===== src/hw/rtl/sdtq_pkg.sv =====
// shared types and constants for the sorted deadline timer queue
// no dependencies; imported by every module of the block
package sdtq_pkg;

    // default number of alarm slots
    localparam int DEFAULT_QUEUE_DEPTH = 16;

    // field widths
    localparam int TIME_W  = 32;
    localparam int DELAY_W = 16;
    localparam int TAG_W   = 8;
    localparam int KIND_W  = 2;

    // command codes carried in the input tuser
    localparam logic CMD_INSERT = 1'b0;
    localparam logic CMD_TICK   = 1'b1;

    // result kinds carried in the output tuser
    localparam logic [KIND_W-1:0] KIND_ACCEPTED = 2'd0;
    localparam logic [KIND_W-1:0] KIND_REJECTED = 2'd1;
    localparam logic [KIND_W-1:0] KIND_EXPIRED  = 2'd2;

    // one stored alarm
    typedef struct packed {
        logic [TIME_W-1:0]  deadline;
        logic [TAG_W-1:0]   tag;
        logic [DELAY_W-1:0] delay;
    } t_entry;

    // operand selection for the shared adder and comparator
    typedef struct packed {
        logic [TIME_W-1:0] add_a;
        logic [TIME_W-1:0] add_b;
        logic [TIME_W-1:0] cmp_a;
        logic [TIME_W-1:0] cmp_b;
    } t_alu_req;

    // sequencer states
    typedef enum logic [2:0] {
        ST_IDLE,
        ST_IRD,
        ST_ICMP,
        ST_TRD,
        ST_TCMP,
        ST_FIN
    } t_state;

endpackage


===== src/hw/rtl/sdtq_mem.sv =====
// alarm store: one write port, one read port with registered read data
// depends on sdtq_pkg for the entry type
module sdtq_mem
    import sdtq_pkg::*;
#(
    parameter int QUEUE_DEPTH = DEFAULT_QUEUE_DEPTH,
    parameter int AW          = $clog2(QUEUE_DEPTH)
) (
    input  logic          i_clk,
    input  logic          i_we,
    input  logic [AW-1:0] i_waddr,
    input  t_entry        i_wdata,
    input  logic          i_re,
    input  logic [AW-1:0] i_raddr,
    output t_entry        o_rdata
);

    t_entry r_mem [QUEUE_DEPTH];
    t_entry r_rdata;

    // write port
    always_ff @(posedge i_clk) begin
        if (i_we) begin
            r_mem[i_waddr] <= i_wdata;
        end
    end

    // read port, data held until the next read
    always_ff @(posedge i_clk) begin
        if (i_re) begin
            r_rdata <= r_mem[i_raddr];
        end
    end

    assign o_rdata = r_rdata;

endmodule


===== src/hw/rtl/sdtq_alu.sv =====
// shared time unit: one 32-bit adder and one unsigned less-than compare
// depends on sdtq_pkg for the request struct
module sdtq_alu
    import sdtq_pkg::*;
(
    input  t_alu_req          i_req,
    output logic [TIME_W-1:0] o_sum,
    output logic              o_lt
);

    // wrapping add for deadlines and time advance
    assign o_sum = i_req.add_a + i_req.add_b;

    // unsigned ordering of deadlines and time
    assign o_lt = (i_req.cmp_a < i_req.cmp_b);

endmodule


===== src/hw/rtl/sorted_deadline_timer_queue_top.sv =====
// top level of the sorted deadline timer queue: sequencer and output register
// depends on sdtq_pkg, sdtq_mem and sdtq_alu
//
// Commands enter on the slave stream: tuser is the command (0 insert,
// 1 one-second tick), tdata the delay in seconds and the tag. Results leave
// on the master stream: tuser is the kind, tdata the tag and the original
// delay, tlast marks the final result caused by a command.
// An insert gives exactly one result (accepted, or rejected when all
// QUEUE_DEPTH slots hold alarms). A tick advances the time by one and gives
// one result per alarm now due, in deadline order, or none at all.
// Entries live in a circular store ordered from a head pointer. An insert
// walks from the tail toward the head, moving each later-or-equal entry up
// one slot through a read state and a compare-and-write state, as set by the
// single store read port and the shared comparator; a compare that finds an
// earlier entry, or reaching the head, places the new one. A tick reads and
// compares the head entry, popping each due alarm, until one is not due or
// the queue is empty. tready is low while a command is in progress.
// A finished result waits in the output register while the receiver stalls,
// and the sequencer halts until it is taken.
// Reset empties the queue and clears time to zero; no clearing pass.
module sorted_deadline_timer_queue_top
    import sdtq_pkg::*;
#(
    parameter int QUEUE_DEPTH = DEFAULT_QUEUE_DEPTH
) (
    input  logic        i_clk,
    input  logic        i_rst_n,
    // slave command stream
    input  logic        i_s_axis_tvalid,
    output logic        o_s_axis_tready,
    input  logic [23:0] i_s_axis_tdata,   // [15:0] delay_seconds, [23:16] tag
    input  logic        i_s_axis_tuser,   // [0] cmd
    // master result stream
    output logic        o_m_axis_tvalid,
    input  logic        i_m_axis_tready,
    output logic [23:0] o_m_axis_tdata,   // [7:0] fired_tag, [23:8] fired_delay
    output logic [1:0]  o_m_axis_tuser,   // [1:0] kind
    output logic        o_m_axis_tlast    // last
);

    localparam int AW = (QUEUE_DEPTH > 1) ? $clog2(QUEUE_DEPTH) : 1;
    localparam int OW = $clog2(QUEUE_DEPTH + 1);
    localparam int SW = AW + 1;
    localparam logic [OW-1:0] FULL_CNT  = OW'(QUEUE_DEPTH);
    localparam logic [SW-1:0] DEPTH_SUM = SW'(QUEUE_DEPTH);

    // state
    t_state              r_state, n_state;
    logic [TIME_W-1:0]   r_now, n_now;
    logic [OW-1:0]       r_occ, n_occ;
    logic [AW-1:0]       r_head, n_head;
    logic [OW-1:0]       r_k, n_k;
    logic [TIME_W-1:0]   r_dl, n_dl;
    logic [TAG_W-1:0]    r_tag, n_tag;
    logic [DELAY_W-1:0]  r_delay, n_delay;
    // alarm held back until it is known whether another one is due
    logic                r_pend, n_pend;
    t_entry              r_pend_ent, n_pend_ent;
    // final result of the command
    logic [KIND_W-1:0]   r_fin_kind, n_fin_kind;
    // output register
    logic                r_m_valid, n_m_valid;
    logic [KIND_W-1:0]   r_m_kind, n_m_kind;
    logic [TAG_W-1:0]    r_m_tag, n_m_tag;
    logic [DELAY_W-1:0]  r_m_delay, n_m_delay;
    logic                r_m_last, n_m_last;

    // store and shared unit hookup
    logic                mem_we, mem_re;
    logic [AW-1:0]       mem_waddr, mem_raddr;
    t_entry              mem_wdata, mem_rdata;
    t_alu_req            alu_req;
    logic [TIME_W-1:0]   alu_sum;
    logic                alu_lt;

    logic                out_free;
    logic                s_xfer;
    logic [SW-1:0]       sum_k, sum_km1, sum_h1;
    logic [AW-1:0]       addr_k, addr_km1, head_inc;
    logic [OW-1:0]       k_m1;

    sdtq_mem #(
        .QUEUE_DEPTH (QUEUE_DEPTH),
        .AW          (AW)
    ) u_mem (
        .i_clk   (i_clk),
        .i_we    (mem_we),
        .i_waddr (mem_waddr),
        .i_wdata (mem_wdata),
        .i_re    (mem_re),
        .i_raddr (mem_raddr),
        .o_rdata (mem_rdata)
    );

    sdtq_alu u_alu (
        .i_req (alu_req),
        .o_sum (alu_sum),
        .o_lt  (alu_lt)
    );

    assign o_s_axis_tready = (r_state == ST_IDLE);
    assign s_xfer          = i_s_axis_tvalid && o_s_axis_tready;
    assign out_free        = !r_m_valid || i_m_axis_tready;

    // circular slot addresses relative to the head, one wrap at most
    assign k_m1     = r_k - OW'(1);
    assign sum_k    = SW'(r_head) + SW'(r_k[AW-1:0]);
    assign sum_km1  = SW'(r_head) + SW'(k_m1[AW-1:0]);
    assign sum_h1   = SW'(r_head) + SW'(1);
    assign addr_k   = (sum_k   >= DEPTH_SUM) ? AW'(sum_k   - DEPTH_SUM) : AW'(sum_k);
    assign addr_km1 = (sum_km1 >= DEPTH_SUM) ? AW'(sum_km1 - DEPTH_SUM) : AW'(sum_km1);
    assign head_inc = (sum_h1  >= DEPTH_SUM) ? AW'(sum_h1  - DEPTH_SUM) : AW'(sum_h1);

    // shared unit operands by state
    always_comb begin
        alu_req.add_a = r_now;
        alu_req.add_b = (i_s_axis_tuser == CMD_TICK) ? TIME_W'(1)
                                                     : TIME_W'(i_s_axis_tdata[15:0]);
        if (r_state == ST_TCMP) begin
            alu_req.cmp_a = r_now;
            alu_req.cmp_b = mem_rdata.deadline;
        end else begin
            alu_req.cmp_a = mem_rdata.deadline;
            alu_req.cmp_b = r_dl;
        end
    end

    // state register
    always_ff @(posedge i_clk) begin
        if (!i_rst_n) begin
            r_state   <= ST_IDLE;
            r_now     <= '0;
            r_occ     <= '0;
            r_head    <= '0;
            r_pend    <= 1'b0;
            r_m_valid <= 1'b0;
        end else begin
            r_state   <= n_state;
            r_now     <= n_now;
            r_occ     <= n_occ;
            r_head    <= n_head;
            r_pend    <= n_pend;
            r_m_valid <= n_m_valid;
        end
    end

    // working and payload registers
    always_ff @(posedge i_clk) begin
        r_k        <= n_k;
        r_dl       <= n_dl;
        r_tag      <= n_tag;
        r_delay    <= n_delay;
        r_pend_ent <= n_pend_ent;
        r_fin_kind <= n_fin_kind;
        r_m_kind   <= n_m_kind;
        r_m_tag    <= n_m_tag;
        r_m_delay  <= n_m_delay;
        r_m_last   <= n_m_last;
    end

    // sequencer
    always_comb begin
        n_state    = r_state;
        n_now      = r_now;
        n_occ      = r_occ;
        n_head     = r_head;
        n_k        = r_k;
        n_dl       = r_dl;
        n_tag      = r_tag;
        n_delay    = r_delay;
        n_pend     = r_pend;
        n_pend_ent = r_pend_ent;
        n_fin_kind = r_fin_kind;
        n_m_valid  = r_m_valid && !i_m_axis_tready;
        n_m_kind   = r_m_kind;
        n_m_tag    = r_m_tag;
        n_m_delay  = r_m_delay;
        n_m_last   = r_m_last;
        mem_we     = 1'b0;
        mem_waddr  = addr_k;
        mem_wdata  = mem_rdata;
        mem_re     = 1'b0;
        mem_raddr  = addr_km1;

        case (r_state)
            // take a command
            ST_IDLE: begin
                if (s_xfer) begin
                    n_delay = i_s_axis_tdata[15:0];
                    n_tag   = i_s_axis_tdata[23:16];
                    n_pend  = 1'b0;
                    if (i_s_axis_tuser == CMD_TICK) begin
                        n_now   = alu_sum;
                        n_state = ST_TRD;
                    end else if (r_occ == FULL_CNT) begin
                        n_fin_kind = KIND_REJECTED;
                        n_state    = ST_FIN;
                    end else begin
                        n_dl       = alu_sum;
                        n_k        = r_occ;
                        n_fin_kind = KIND_ACCEPTED;
                        n_state    = ST_IRD;
                    end
                end
            end
            // insert: read the entry below the hole, or fill the hole at the head
            ST_IRD: begin
                if (r_k == '0) begin
                    mem_we          = 1'b1;
                    mem_wdata.deadline = r_dl;
                    mem_wdata.tag   = r_tag;
                    mem_wdata.delay = r_delay;
                    n_occ           = r_occ + OW'(1);
                    n_state         = ST_FIN;
                end else begin
                    mem_re  = 1'b1;
                    n_state = ST_ICMP;
                end
            end
            // insert: move a later-or-equal entry up, or place the new one
            ST_ICMP: begin
                mem_we = 1'b1;
                if (!alu_lt) begin
                    n_k     = k_m1;
                    n_state = ST_IRD;
                end else begin
                    mem_wdata.deadline = r_dl;
                    mem_wdata.tag      = r_tag;
                    mem_wdata.delay    = r_delay;
                    n_occ              = r_occ + OW'(1);
                    n_state            = ST_FIN;
                end
            end
            // tick: read the head entry
            ST_TRD: begin
                mem_raddr = r_head;
                if (r_occ == '0) begin
                    n_fin_kind = KIND_EXPIRED;
                    n_state    = r_pend ? ST_FIN : ST_IDLE;
                end else begin
                    mem_re  = 1'b1;
                    n_state = ST_TCMP;
                end
            end
            // tick: pop the head entry if due, release the held alarm
            ST_TCMP: begin
                if (alu_lt) begin
                    n_fin_kind = KIND_EXPIRED;
                    n_state    = r_pend ? ST_FIN : ST_IDLE;
                end else if (!r_pend || out_free) begin
                    if (r_pend) begin
                        n_m_valid = 1'b1;
                        n_m_kind  = KIND_EXPIRED;
                        n_m_tag   = r_pend_ent.tag;
                        n_m_delay = r_pend_ent.delay;
                        n_m_last  = 1'b0;
                    end
                    n_pend     = 1'b1;
                    n_pend_ent = mem_rdata;
                    n_head     = head_inc;
                    n_occ      = r_occ - OW'(1);
                    n_state    = ST_TRD;
                end
            end
            // final result of the command
            ST_FIN: begin
                if (out_free) begin
                    n_m_valid = 1'b1;
                    n_m_kind  = r_fin_kind;
                    n_m_last  = 1'b1;
                    if (r_fin_kind == KIND_EXPIRED) begin
                        n_m_tag   = r_pend_ent.tag;
                        n_m_delay = r_pend_ent.delay;
                    end else begin
                        n_m_tag   = r_tag;
                        n_m_delay = r_delay;
                    end
                    n_pend  = 1'b0;
                    n_state = ST_IDLE;
                end
            end
            default: begin
                n_state = ST_IDLE;
            end
        endcase
    end

    // master outputs
    assign o_m_axis_tvalid = r_m_valid;
    assign o_m_axis_tdata  = {r_m_delay, r_m_tag};
    assign o_m_axis_tuser  = r_m_kind;
    assign o_m_axis_tlast  = r_m_last;

endmodule


===== config.mk =====
export PLATFORM = sky130hd
export DESIGN_NAME = sorted_deadline_timer_queue_top
export DESIGN_NICKNAME = d
export VERILOG_FILES = /design/src/hw/rtl/sdtq_pkg.sv /design/src/hw/rtl/sdtq_mem.sv /design/src/hw/rtl/sdtq_alu.sv /design/src/hw/rtl/sorted_deadline_timer_queue_top.sv
export SDC_FILE = /design/constraint.sdc
export NUM_CORES = 2
export LEC_CHECK = 0
export BUFFER_PORTS_ARGS = -buffer_cell sky130_fd_sc_hd__buf_4
export CORE_MARGIN = 8
export CORE_UTILIZATION = 50
export CTS_CLUSTER_SIZE = 24
export DETAILED_ROUTE_END_ITERATION = 6
export GPL_TIMING_DRIVEN = 0
export MAX_ROUTING_LAYER = met4
export PLACE_DENSITY_LB_ADDON = 0.1
export REMOVE_ABC_BUFFERS = 1
export SKIP_LAST_GASP = 1
export SYNTH_ARGS = -nofsm -noshare
export SYNTH_HDL_FRONTEND = slang
export SYNTH_SLANG_ARGS = --single-unit

===== constraint.sdc =====
create_clock -name i_clk -period 5.3 [get_ports i_clk]
set_input_delay 0.53 -clock i_clk [delete_from_list [all_inputs] [get_ports i_clk]]
set_output_delay 0.53 -clock i_clk [all_outputs]
set_load 0.01 [all_outputs]

* After elaboration in Yosys (flattened, before gate mapping) *
Memories as Yosys holds them, arrays and structs flattened. A register that Yosys moved wholly into a read port is not among the register bits.
Cells that the tools add are included.

storage, ports and cells
  flip-flop bits (word level) = 160
  RAM bits = 896
  input port bits = 29
  output and inout port bits = 29
  word-level logic and storage cells = 155
  memories = 1

operators by class
  add/sub/neg operators = 10
  $lt $le $gt $ge = 4
  equality and inequality tests = 20
  mux-type cells = 75
  bitwise operators = 3
  reductions and logical operators = 25

memory list
  memory       words  width  read ports  clocked after Yosys merged registers in  write ports  line            RTL
  u_mem.r_mem  16     56     1           1                                        1            sdtq_mem.sv:18  t_entry r_mem [QUEUE_DEPTH];

operators with widths
  kind                                                                 number
  56-bit two-way mux                                                   2
  56-bit case mux with 2 select lines                                  1
  16-bit two-way mux                                                   6
  64-bit two-way mux                                                   1
  5-bit two-way mux                                                    8
  8-bit two-way mux                                                    5
  32-bit by 16-bit adder with 32-bit output                            1
  32-bit < comparator                                                  1
  16-bit case mux with 2 select lines                                  1
  3-bit two-way mux                                                    10
  5-bit AND reduction                                                  5
  2-bit != test (second input constant)                                10
  1-bit two-way mux                                                    18
  3-bit case mux with 6 select lines                                   1
  2-bit two-way mux                                                    8
  4-bit two-way mux                                                    4
  8-bit case mux with 2 select lines                                   1
  5-bit greater-or-equal comparator (second input constant)            3
  5-bit case mux with 3 select lines                                   1
  4-bit by 1-bit subtractor with 4-bit output (second input constant)  3
  4-bit by 4-bit adder with 5-bit output                               2
  5-bit logical NOT                                                    2
  5-bit case mux with 2 select lines                                   1
  5-bit by 1-bit subtractor with 5-bit output (second input constant)  2
  other kinds (23)                                                     40

* Logic depth before layout (Yosys ltp) *
  word-level depth = 6
  mapped depth = 18

* Modules after synthesis *
A second synthesis with hierarchy kept.

second synthesis, totals
  cell total of the unflattened synthesis = 2625
  area, all modules = 45597.5 um^2

by module, submodules not included
  module                           times used  cells an instance  area each (um^2)  seq. area each (um^2)
  sdtq_mem                         1           1445               35238.8           28587.4
  sorted_deadline_timer_queue_top  1           871                7952.6            4344.2
  sdtq_alu                         1           309                2406.1            0.0

* Worst setup path before layout *
No wires, ideal clock.

  path type = register to register
  start point = register r_state[0]
  end point = register r_m_last (netlist: o_m_axis_tlast) (enable)
  library setup time = 453 ps
  arrival time = 5027 ps
  required time = 4847 ps
  setup slack = -180 ps
  cell stages (with the launch flop) = 13
  clock period less this slack = 5480 ps
  path through = dfxtp_1 buf_4 or3b_1 clkbuf_1 clkbuf_1 buf_1 mux2i_1 ha_1 nand4_1 nor4_1 nand2_1 o21a_1 a211oi_1

on the way
  longest elaborated chain between the ends = 5
  elaborated cells on any way between the ends = 10

RTL lines
  what                                      line                                                                            RTL
  start, declared                           sorted_deadline_timer_queue_top.sv:48                                           t_state r_state, n_state;
  start signal, assigned                    sorted_deadline_timer_queue_top.sv:138                                          r_state <= n_state;
  3-bit equality test                       sorted_deadline_timer_queue_top.sv:119, sorted_deadline_timer_queue_top.sv:185
  64-bit two-way mux                        sorted_deadline_timer_queue_top.sv:119                                          if (r_state == ST_TCMP) begin
  32-bit < comparator                       sdtq_alu.sv:15                                                                  assign o_lt = (i_req.cmp_a < i_req.cmp_b);
  2-bit != test (no source line)            -
  5-bit AND reduction (no source line) (*)  -
  end signal, assigned                      sorted_deadline_timer_queue_top.sv:158                                          r_m_last <= n_m_last;
  end, declared                             sorted_deadline_timer_queue_top.sv:66                                           logic r_m_last, n_m_last;

Every way passes the cells marked *; elsewhere a longest branch is shown, timed or not.
A chain may end at the register's enable or synchronous reset.

* Worst setup path after layout *
  start point = register r_state[2]
  end point = register r_occ[0]

on the way
  longest elaborated chain between the ends = 5
  elaborated cells on any way between the ends = 12

RTL lines
  what                                  line                                                                            RTL
  3-bit equality test                   sorted_deadline_timer_queue_top.sv:119, sorted_deadline_timer_queue_top.sv:185
  64-bit two-way mux                    sorted_deadline_timer_queue_top.sv:119
  32-bit < comparator                   sdtq_alu.sv:15
  2-bit != test (no source line)        -
  5-bit AND reduction (no source line)  -
  end signal, assigned                  sorted_deadline_timer_queue_top.sv:140                                          r_occ <= n_occ;
  end, declared                         sorted_deadline_timer_queue_top.sv:50                                           logic [OW-1:0] r_occ, n_occ;

Parallel ways exist; a longest one is shown, timed or not.

==> flow_metrics.env <==
export IMPL_status="completed"
export IMPL_postCtsHoldBufs=8
export IMPL_arrival_ps=5540
export IMPL_critPathKind="flip-flop to flip-flop"
export IMPL_worst_slew_pin_slew_ps=1150
export IMPL_hpwl_mm=70.8
export IMPL_dpl_cell_area_mm2=0.0500
export IMPL_crit_family="simple AND/OR/NAND/NOR gates"
export IMPL_total_power_uw=25300
export IMPL_critPathCaptureType="flip-flop"
export IMPL_die_area_mm2=0.103
export IMPL_dr_total_vias=27687
export IMPL_tritoncts="yes"
export IMPL_synth_cell_types=65
export IMPL_grt_total_usage_pct=22.8
export IMPL_clk_latency_ps=690
export IMPL_maxSlewHeadroom_pct=23.3
export IMPL_drt_total_wl_mm=116
export IMPL_grt_max_degree=108
export IMPL_final_area_mm2=0.0538
export IMPL_cpPeakStageDelay_ps=710
export IMPL_drc_errors=0
export IMPL_clk_pin_slew_worst_paths_ps=60
export IMPL_worst_ep_required_time_ps=5840
export IMPL_cts_buffers_inserted=115
export IMPL_setup_violations=0
export IMPL_drv_slew=0
export IMPL_clock_path_buffers=3
export IMPL_syn2layout_area_growth_pct=16.0
export IMPL_synth_edf_count=1066
export IMPL_hold_violations=0
export IMPL_first_pass_iters=7
export IMPL_grt_pass1_wl_mm=172
export IMPL_cp_cell_sequence="or3b_4 -> buf_12 -> mux2i_1 -> ha_1 -> a211oi_1 -> o21ai_0 -> a221o_1 -> a211oi_1 -> o21ai_2 -> nand2_2 -> clkinv_2 -> nor3_1 -> nor3_1"
export IMPL_hp_class="primary input to flip-flop"
export IMPL_core_mm2=0.0918
export IMPL_root_buffer="clkbuf_16"
export IMPL_synth_yosys_seq_area_share_pct=70.9
export IMPL_drv_cap=0
export IMPL_start_util_pct=50.6
export IMPL_pin_count=58
export IMPL_critPathBufInv=2
export IMPL_ant_nets=0
export IMPL_vias_per_cell=5.96
export IMPL_diodes=0
export IMPL_skew_ps=21.9
export IMPL_cts_setup_buffers=0
export IMPL_slowest_stage="clkinv_2"
export IMPL_drt_iter0_drc=2554
export IMPL_seq_area_mm2=0.0329
export IMPL_max_freq_ghz=0.200
export IMPL_async_flop_share_pct=0
export IMPL_path_max_fanout=41
export IMPL_nFillCells=6947
export IMPL_port_buffer_count=57
export IMPL_synth_avg_cell_area_um2=14.4
export IMPL_fin_crit_ps=5000
export IMPL_netlist_area_mm2=0.0464
export IMPL_cts_max_level=3
export IMPL_ctsResizeCount=0
export IMPL_cts_sinks=1112
export IMPL_timing_final_crit_share_pct=94.3
export IMPL_die_y_um=321
export IMPL_fin_nets=3400
export IMPL_multi_input_area_mm2=0.0127
export IMPL_worstSetupStartpointType="flip-flop"
export IMPL_rsz0062_at_grt="no"
export IMPL_rows=111
export IMPL_ys_flop_type="edfxtp_1"
export IMPL_synthCells=3228
export IMPL_yosysWarnings=0
export IMPL_dieWidth_um=321
export IMPL_grt_pass1_vias=27072
export IMPL_drive_gt1_share_pct=13.8
export IMPL_p_per_area_mw_per_mm2=469
export IMPL_ys_seq_elements=1112
export IMPL_antenna_found_initial=1
export IMPL_routabilityCongestion=0.850
export IMPL_gr_total_overflow=0
export IMPL_post_drt_wl_per_cell_um=24.9
export IMPL_p_leak_uw=0.0181
export IMPL_vdd_drop_max_mv=0.293
registers in the layout, summed over array words and instances, names as in the netlist, 2 cells and up:
name,flops
u_mem.o_rdata,56
r_now,32
r_pend_ent,24
u_mem.r_mem,896
r_fin_kind,2
r_dl,32
r_m_delay,16
r_occ,5
r_m_tag,8
r_tag,8
r_head,4
r_delay,16
r_state,3
o_m_axis_tuser,2
r_k,5
cell usage after synthesis, types with 6 or more instances:
cell type / number / area, um2
buf_6: 20 / 225
inv_1: 13 / 48.8
o21ai_0: 15 / 75.1
buf_4: 6 / 45.0
o21a_1: 9 / 67.6
and2_1: 228 / 1430
mux2_1: 38 / 428
mux2_2: 43 / 484
a21o_1: 16 / 120
nor2b_1: 18 / 113
nand2_1: 607 / 2280
dfxtp_1: 46 / 921
and3_1: 7 / 43.8
mux4_2: 56 / 1260
ha_1: 56 / 701
clkbuf_1: 135 / 507
xor2_1: 22 / 193
nand3_1: 18 / 90.1
nor2_1: 88 / 330
edfxtp_1: 1066 / 32000
nor3_1: 15 / 75.1
buf_2: 38 / 190
mux2i_1: 36 / 360
a31oi_1: 230 / 1440
xnor2_1: 39 / 342
nand4_1: 10 / 62.6
a21oi_1: 49 / 245
nor4_1: 9 / 56.3
a211oi_1: 231 / 1730
layer usage:
layer / track usage (%) / wire, um
met4: 5.67 / 2650
met2: 34.9 / 53300
met5: - / 0
met1: 32.7 / 52800
met3: 2.75 / 6880
worst paths after layout:
check                     from  slack (ps)             end  depth (start not counted)
max reg2reg         r_state[2]         300        r_occ[0]                         13
min          i_s_axis_tdata[5]          60      r_delay[5]                          1
min reg2reg  u_mem.o_rdata[16]         440  r_pend_ent[16]                          0
max                 r_state[2]         300        r_occ[0]                         13
stage by stage:
| step | hold slack (ps) | TNS (ps) | std cells | setup WS (ps) | utilization [%] |
|---|---|---|---|---|---|
| 2_1_floorplan | 419 | -958110 | 3027 | -5470 | - |
| 4_1_cts | 22.8 | 0 | 4649 | 282 | 58.6 |
| 5_1_grt | 33.1 | 0 | 4649 | 3.90 | 58.6 |
| 6_report | 63.2 | 0 | 4649 | 304 | 58.6 |
| 3_5_place_dp | 430 | 0 | 4430 | 313 | 54.4 |
| 3_3_place_gp | 426 | -7303170 | 4327 | -13540 | 51.7 |
cells in the final DEF, fill, tap and decap left out, types with 56 or more instances in the layout:
master	count
a211oi_1	230
a31oi_1	230
and2_1	227
buf_12	62
buf_4	57
clkbuf_16	115
edfxtp_1	1066
ha_1	56
mux4_2	56
nand2_1	607
nor2_1	72
cell families (layout without fill, tap and decap cells):
| group | count (synthesis) | count (layout) | share of synthesized area, % |
|---|---|---|---|
| DFF | 1112 | 1112 | 70.9 |
| xor gates and xnor gates | 61 | 61 | 1.15 |
| AOI/OAI and AO/OA | 579 | 579 | 8.46 |
| muxes | 175 | 175 | 5.52 |
| adders and majority gates | 59 | 59 | 1.64 |
| buffers and inverters | 217 | 395 | 2.23 |
| and+or+nand+nor | 1025 | 1025 | 10.0 |
layout make-up:
class | count | area share, %
well taps | 1243 | 2.89
repair buffers | 168 | 5.25
inverters | 16 | 0.114
multi-input cells | 1899 | 23.5
clock inverters | 72 | 1.45
flip-flops and latches | 1112 | 61.2
clock buffers | 139 | 5.59
report_power, final:
group	leakage [uW]	internal, uW	total [uW]	switching (uW)
clock network	0.00185	4720	8070	3350
registers	0.0100	11000	11200	196
logic	0.00624	2370	6040	3670
total	0.0181	18100	25300	7210
(Power assumes the default switching activity.)
